`src/rtl/core/brme_pkg.sv`:
```
package brme_pkg;

  localparam int MAX_BOXES      = 32;
  localparam int MAX_REGION_IDS = 64;
  localparam int COORD_BITS     = 32;

  localparam int OP_W     = 2;
  localparam int SLOT_W   = 5;
  localparam int REGION_W = 6;
  localparam int MASK_W   = 64;
  localparam int IN_W     = 32;
  localparam int AXES     = 3;

  localparam int CELL_IDX_W = (MAX_BOXES > 1) ? $clog2(MAX_BOXES) : 1;
  localparam int SLOT_CMP_W = (CELL_IDX_W > SLOT_W) ? CELL_IDX_W : SLOT_W;

  localparam logic [OP_W-1:0] OP_LOAD   = 2'd0;
  localparam logic [OP_W-1:0] OP_CAMERA = 2'd1;
  localparam logic [OP_W-1:0] OP_QUERY  = 2'd2;
  localparam logic [OP_W-1:0] OP_NONE   = 2'd3;

  localparam logic [REGION_W:0] REGION_LIMIT = (REGION_W+1)'(MAX_REGION_IDS);

  typedef logic signed [COORD_BITS-1:0] coord_t;
  typedef logic [MASK_W-1:0]            mask_t;

  typedef struct packed {
    logic                 valid;
    logic [OP_W-1:0]      op;
    logic [SLOT_W-1:0]    slot;
    logic                 is_camera;
    logic                 is_cube;
    logic [REGION_W-1:0]  region;
    coord_t [AXES-1:0]    lo;
    coord_t [AXES-1:0]    hi;
    mask_t                mask;
  } word_t;

  function automatic coord_t to_coord(input logic signed [IN_W-1:0] v);
    return coord_t'(v);
  endfunction

  function automatic mask_t id_bit(input logic [REGION_W-1:0] id);
    mask_t b;
    b = '0;
    if ({1'b0, id} < REGION_LIMIT) begin
      b = mask_t'(1) << id;
    end
    return b;
  endfunction

endpackage

```
`src/rtl/core/brme_cell.sv`:
```
module brme_cell (
  input  logic                            clk,
  input  logic                            rst_n,
  input  logic [brme_pkg::SLOT_CMP_W-1:0] cell_idx,
  input  brme_pkg::word_t                 word_i,
  output brme_pkg::word_t                 word_o
);

  logic                            flag_cam_r;
  logic                            flag_cube_r;
  logic [brme_pkg::REGION_W-1:0]   region_r;
  brme_pkg::coord_t                lo_r [brme_pkg::AXES];
  brme_pkg::coord_t                hi_r [brme_pkg::AXES];
  brme_pkg::word_t                 word_r;
  brme_pkg::word_t                 word_nxt;

  logic hit;
  logic write_en;
  logic enclosed;
  logic sel;

  assign hit      = (brme_pkg::SLOT_CMP_W'(word_i.slot) == cell_idx);
  assign write_en = word_i.valid && (word_i.op == brme_pkg::OP_LOAD) && hit;

  always_comb begin
    enclosed = 1'b1;
    for (int a = 0; a < brme_pkg::AXES; a++) begin
      if (($signed(word_i.lo[a]) < $signed(lo_r[a])) ||
          ($signed(word_i.hi[a]) > $signed(hi_r[a]))) begin
        enclosed = 1'b0;
      end
    end
  end

  always_comb begin
    case (word_i.op)
      brme_pkg::OP_CAMERA: sel = flag_cam_r;
      brme_pkg::OP_QUERY:  sel = flag_cube_r;
      default:             sel = 1'b0;
    endcase
  end

  always_comb begin
    word_nxt = word_i;
    if (word_i.valid && sel && enclosed) begin
      word_nxt.mask = word_i.mask | brme_pkg::id_bit(region_r);
    end
  end

  always_ff @(posedge clk) begin
    if (!rst_n) begin
      flag_cam_r  <= 1'b0;
      flag_cube_r <= 1'b0;
      word_r      <= '0;
    end else begin
      word_r <= word_nxt;
      if (write_en) begin
        flag_cam_r  <= word_i.is_camera;
        flag_cube_r <= word_i.is_cube;
      end
    end
  end

  always_ff @(posedge clk) begin
    if (write_en && (word_i.is_camera || word_i.is_cube)) begin
      region_r <= word_i.region;
      for (int a = 0; a < brme_pkg::AXES; a++) begin
        lo_r[a] <= word_i.lo[a];
        hi_r[a] <= word_i.hi[a];
      end
    end
  end

  assign word_o = word_r;

  a_load_flags: assert property (@(posedge clk) disable iff (!rst_n)
    write_en |=> (flag_cam_r == $past(word_i.is_camera)) &&
                 (flag_cube_r == $past(word_i.is_cube)))
    else $error("cell flags not written by load");

  a_load_keeps_mask: assert property (@(posedge clk) disable iff (!rst_n)
    word_i.valid && ((word_i.op == brme_pkg::OP_LOAD) || (word_i.op == brme_pkg::OP_NONE))
    |=> word_o.mask == $past(word_i.mask))
    else $error("mask changed by non-search word");

  a_mask_grows: assert property (@(posedge clk) disable iff (!rst_n)
    word_i.valid |=> (word_o.mask & $past(word_i.mask)) == $past(word_i.mask))
    else $error("cell dropped mask bits");

  a_valid_moves: assert property (@(posedge clk) disable iff (!rst_n)
    1'b1 |=> word_o.valid == $past(word_i.valid))
    else $error("word lost or invented in cell");

endmodule
```
`config.mk`:
```
export PLATFORM = sky130hd
export DESIGN_NAME = brme_cell
export DESIGN_NICKNAME = d
export VERILOG_FILES = /design/src/rtl/core/brme_pkg.sv /design/src/rtl/core/brme_cell.sv
export SDC_FILE = /design/constraint.sdc
export NUM_CORES = 1
export LEC_CHECK = 0
export BUFFER_PORTS_ARGS = -buffer_cell sky130_fd_sc_hd__buf_4
export CAP_MARGIN = 20
export CORE_UTILIZATION = 36
export DETAILED_ROUTE_END_ITERATION = 12
export GPL_ROUTABILITY_DRIVEN = 0
export SLEW_MARGIN = 10
export SYNTH_ARGS = -nofsm -noshare
export SYNTH_HDL_FRONTEND = slang
export SYNTH_SLANG_ARGS = --single-unit
```
`constraint.sdc`:
```
create_clock -name clk -period 16.5 [get_ports clk]
set_clock_uncertainty 0.2 [all_clocks]
set_input_delay 3.3 -clock clk [delete_from_list [all_inputs] [get_ports clk]]
set_output_delay 3.3 -clock clk [all_outputs]
set_load 0.02 [all_outputs]
```
==> summary.md <==
| Metric | Value |
|---|---|
| Status | `finished clean` |
| Fmax | `around 150 MHz` |
| RR Endpoint | `word_o[51]$_SDFF_PN0_` |
| Fin crit period | `about 6.6 ns` |
| Cells on Worst Hold Path | `2` |
| Hold Slack | `around 0.35 ns` |
| R2r worst-path depth | `11` |
| ANT nets after route | `0` |
| Fin. max-slew vios | `0` |
| Initial drt markers | `542` |
| Synthesized instance count | `between 1,500 and 2,000` |
| Syn_nets | `about 2,100` |
| Die X | `235 um` |
| Startpoint Class | `primary input` |
| Post-DP HPWL | `about 40 mm` |
| Initial antenna violation count | `4` |
| Setup violators final | `0` |
| Clk_lat worst skew | `0.58 ns` |
| Worst Path Arrival | `6.85 ns` |
| Ports | `551` |
| Worst vdd ir | `between 0.07 and 0.08 mV` |
| CP Class | `primary input to register` |
| Post-Syn Area | `0.0195 mm^2` |
| H-tree levels | `2` |
| Clk slew on worst S/H paths | `around 0.060 ns` |
| Met2 usage | `a little under a third` |
| Die H | `about 230 um` |
| Number of buffers created by CTS | `just over 50` |
| Cts repair resizes | `0` |
| Post-CTS setup buffers | `0` |
| RSZ-0062 raised after global routing | `no` |
| Hold Vio Cnt, Final | `0` |
| Synth unique cells | `57` |
| Busiest grt layer | `met2` |
| Antenna cell count | `0` |
| Worst-path fanout max | `between 60 and 70` |
| Synth Register Bits | `around 470` |
| Total die area | `~0.055 mm^2` |
| Most used DFF post-synth | `dfxtp_1` |
| DR pass1 iterations | `5` |
| Setup crit end kind | `register` |
| Vias | `13,800` |
| Clk sinks | `around 470` |
| Total GRT Usage | `between 10% and 20%` |
| Static Leakage | `around 12 nW` |
| Vias in the first global route | `14,000` |
| Drt drc | `0` |
| Post-CTS Hold Fix Bufs | `0` |
| Period Utilization, post-route | `between 30% and 40%` |
| Area Growth Syn to Fin | `33.1%` |
| Register area share after synthesis | `between 50% and 60%` |
| Port buffer count | `550` |
| CTS tree | `built` |
| Largest net degree at the start of global routing | `between 100 and 150` |
| CTS max path bufs | `3` |
| Synth warn | `0` |
| Max-cap viol count | `0` |
| # fillers | `4,962` |
| Met3 Use GR | `approximately 4.4%` |
| Setup TNS after final layout | `0 ns` |
| First-pass GRT wire length | `just under 80 mm` |
| Max_slew headroom | `27.9%` |
| Hold WC Path Type | `register to register` |
| Worst-margin pin slew | `about 1.1 ns` |
| Worst Hold End | `flag_cube_r$_SDFFE_PN0P_` |
| Initial core utilization | `between 30% and 40%` |
| Place WS | `around 9.3 ns` |
| WL/cell | `around 17 um` |
| Core area | `0.0537 mm^2` |
| Syn_area_per_cell | `~12 um^2` |
| Total wire length | `roughly 51 mm` |
| Power Density | `roughly 100 mW/mm^2` |
| Worst hold start | `flag_cube_r$_SDFFE_PN0P_` |
| Met1 Resource Use GR | `roughly 22%` |
| Reg-to-reg startpoint | `hi_r[0][46]$_DFFE_PP_` |
| Grt total ovfl | `0` |
| Async set-reset flop share out of synthesis | `0%` |
| Rows | `between 80 and 90` |
| R2r setup slk | `12.41 ns` |
| WP data required | `~17 ns` |
| Root Driver | `clkbuf_16` |
| Final WS setup | `~9.9 ns` |
| Number of synthesized flops with an enable pin | `approximately 200` |
| Vias/cell | `approximately 4.7` |
| Layout cells sized above 1 | `a little under a third` |
| Net count, final | `roughly 2,700` |
## Yosys cell counts (2+ instances only)
cell / n / area share, %
ha_1: 192 / 12
dfxtp_1: 274 / 28
nor2b_1: 9 / 0.29
nand3b_1: 3 / 0.12
o31ai_1: 5 / 0.19
or3_1: 33 / 1.1
o211a_1: 2 / 0.10
nor4b_1: 3 / 0.13
a221oi_1: 2 / 0.090
nor3b_1: 3 / 0.12
o31ai_2: 60 / 3.8
nor4_1: 7 / 0.22
nand4_1: 29 / 0.93
o21a_1: 2 / 0.077
nand3_1: 44 / 1.1
o211ai_1: 6 / 0.23
nor3_1: 7 / 0.18
edfxtp_1: 198 / 30
nor2_1: 21 / 0.40
a21oi_1: 73 / 1.9
o31a_1: 2 / 0.090
inv_1: 199 / 3.8
a22oi_1: 2 / 0.077
and4_1: 6 / 0.27
buf_12: 6 / 0.61
a2111oi_0: 4 / 0.18
and3_1: 2 / 0.064
buf_1: 2 / 0.038
a221o_1: 3 / 0.15
a21boi_1: 2 / 0.077
or3b_2: 2 / 0.090
mux2i_1: 3 / 0.15
o21ai_0: 24 / 0.61
and2_1: 210 / 6.7
a31oi_1: 6 / 0.19
and3b_1: 4 / 0.18
clkbuf_1: 47 / 0.90
nand2b_1: 2 / 0.064
a21o_1: 24 / 0.92
xnor2_1: 3 / 0.13
nand2_1: 110 / 2.1
## worst max path at each step
stage           startpoint               endpoint  depth (start not counted)
2_1_floorplan  word_i[269]   hi_r[0][0]$_DFFE_PP_                          6
3_3_place_gp    word_i[95]  word_o[33]$_SDFF_PN0_                         10
3_5_place_dp    word_i[69]  word_o[39]$_SDFF_PN0_                         11
4_1_cts        word_i[110]  word_o[34]$_SDFF_PN0_                         11
5_1_grt        word_i[110]  word_o[51]$_SDFF_PN0_                         11
6_report       word_i[110]  word_o[51]$_SDFF_PN0_                         11
## per-stage QoR
step           util [%]  power, W  instance area (um^2)  cells
2_1_floorplan         -   0.00142                 19500   1652
3_3_place_gp       45.3   0.00157                 24300   2850
5_1_grt            48.4   0.00278                 26000   2947
3_5_place_dp       45.3   0.00158                 24300   2850
4_1_cts            48.4   0.00272                 26000   2946
6_report           48.4   0.00267                 26000   2947
## where the power goes
part / leakage [nW] / total (W) / internal (W) / switching, W
Sequential: 4.06 / 0.00127 / 0.00125 / 0.0000115
Clock: 0.827 / 0.00113 / 0.000664 / 0.000462
Combinational: 6.95 / 0.000283 / 0.000130 / 0.000153
## worst max-delay path, cell delays in order
cell and delay (ns):
buf_4 0.12, ha_1 0.31, nand4_1 0.15, nor4_1 0.48, a21boi_1 0.22, o31ai_1 0.14, and3b_1 0.27, or4_1 0.48
or4b_4 0.53, buf_4 0.41, o31ai_2 0.36
## metal layers
metal / vias to the layer above / part of all wire (%) / wire length (um)
met5: - / 0.029 / 15
met4: 2 / 2.7 / 1360
met3: 79 / 6.3 / 3190
met2: 402 / 49 / 25000
met1: 6519 / 42 / 21400
li1: 6835 / - / -
## registers in the layout, summed over array words and instances (netlist names)
register     cells
hi_r            96
flag_cube_r      1
lo_r            96
word_o         272
region_r         6
flag_cam_r       1
## placed cells by master, fill, tap and decap left out, types with 6 or more instances in the layout
| cell type | n |
|---|---|
| clkinv_2 | 6 |
| nor3_1 | 7 |
| or3_1 | 33 |
| nand2_1 | 110 |
| edfxtp_1 | 198 |
| and2_1 | 210 |
| buf_4 | 557 |
| dfxtp_1 | 274 |
| a21o_1 | 24 |
| nor4_1 | 7 |
| clkbuf_1 | 13 |
| o211ai_1 | 6 |
| clkbuf_8 | 11 |
| clkinv_1 | 6 |
| o21ai_0 | 24 |
| inv_1 | 199 |
| clkbuf_16 | 54 |
| nand4_1 | 29 |
| nand3_1 | 44 |
| and4_1 | 6 |
| nor2_1 | 20 |
| o31ai_2 | 60 |
| ha_1 | 192 |
| a21oi_1 | 73 |
| nor2b_1 | 9 |
## kinds of logic after synthesis
group | share of synthesized area, %
buffers and inverters | 5.44
adders and majority gates | 12.3
and+or+nand+nor | 14.2
DFF | 58.5
xor gates and xnor gates | 0.135
muxes | 0.154
AOI/OAI and AO/OA | 9.22
## area by class of cell
class                           count  area [um^2]  share of cell area (%)
Clock buffer                       78         1550                    5.97
Clock inverter                     18          130                   0.501
Inverter                          199          747                    2.87
Multi-Input combinational cell    925         7070                    27.2
Sequential cell                   472        11400                    44.0
Tap cell                          696          871                    3.35
Timing Repair Buffer              559         4200                    16.1
Power figures use the tool's default switching activity.
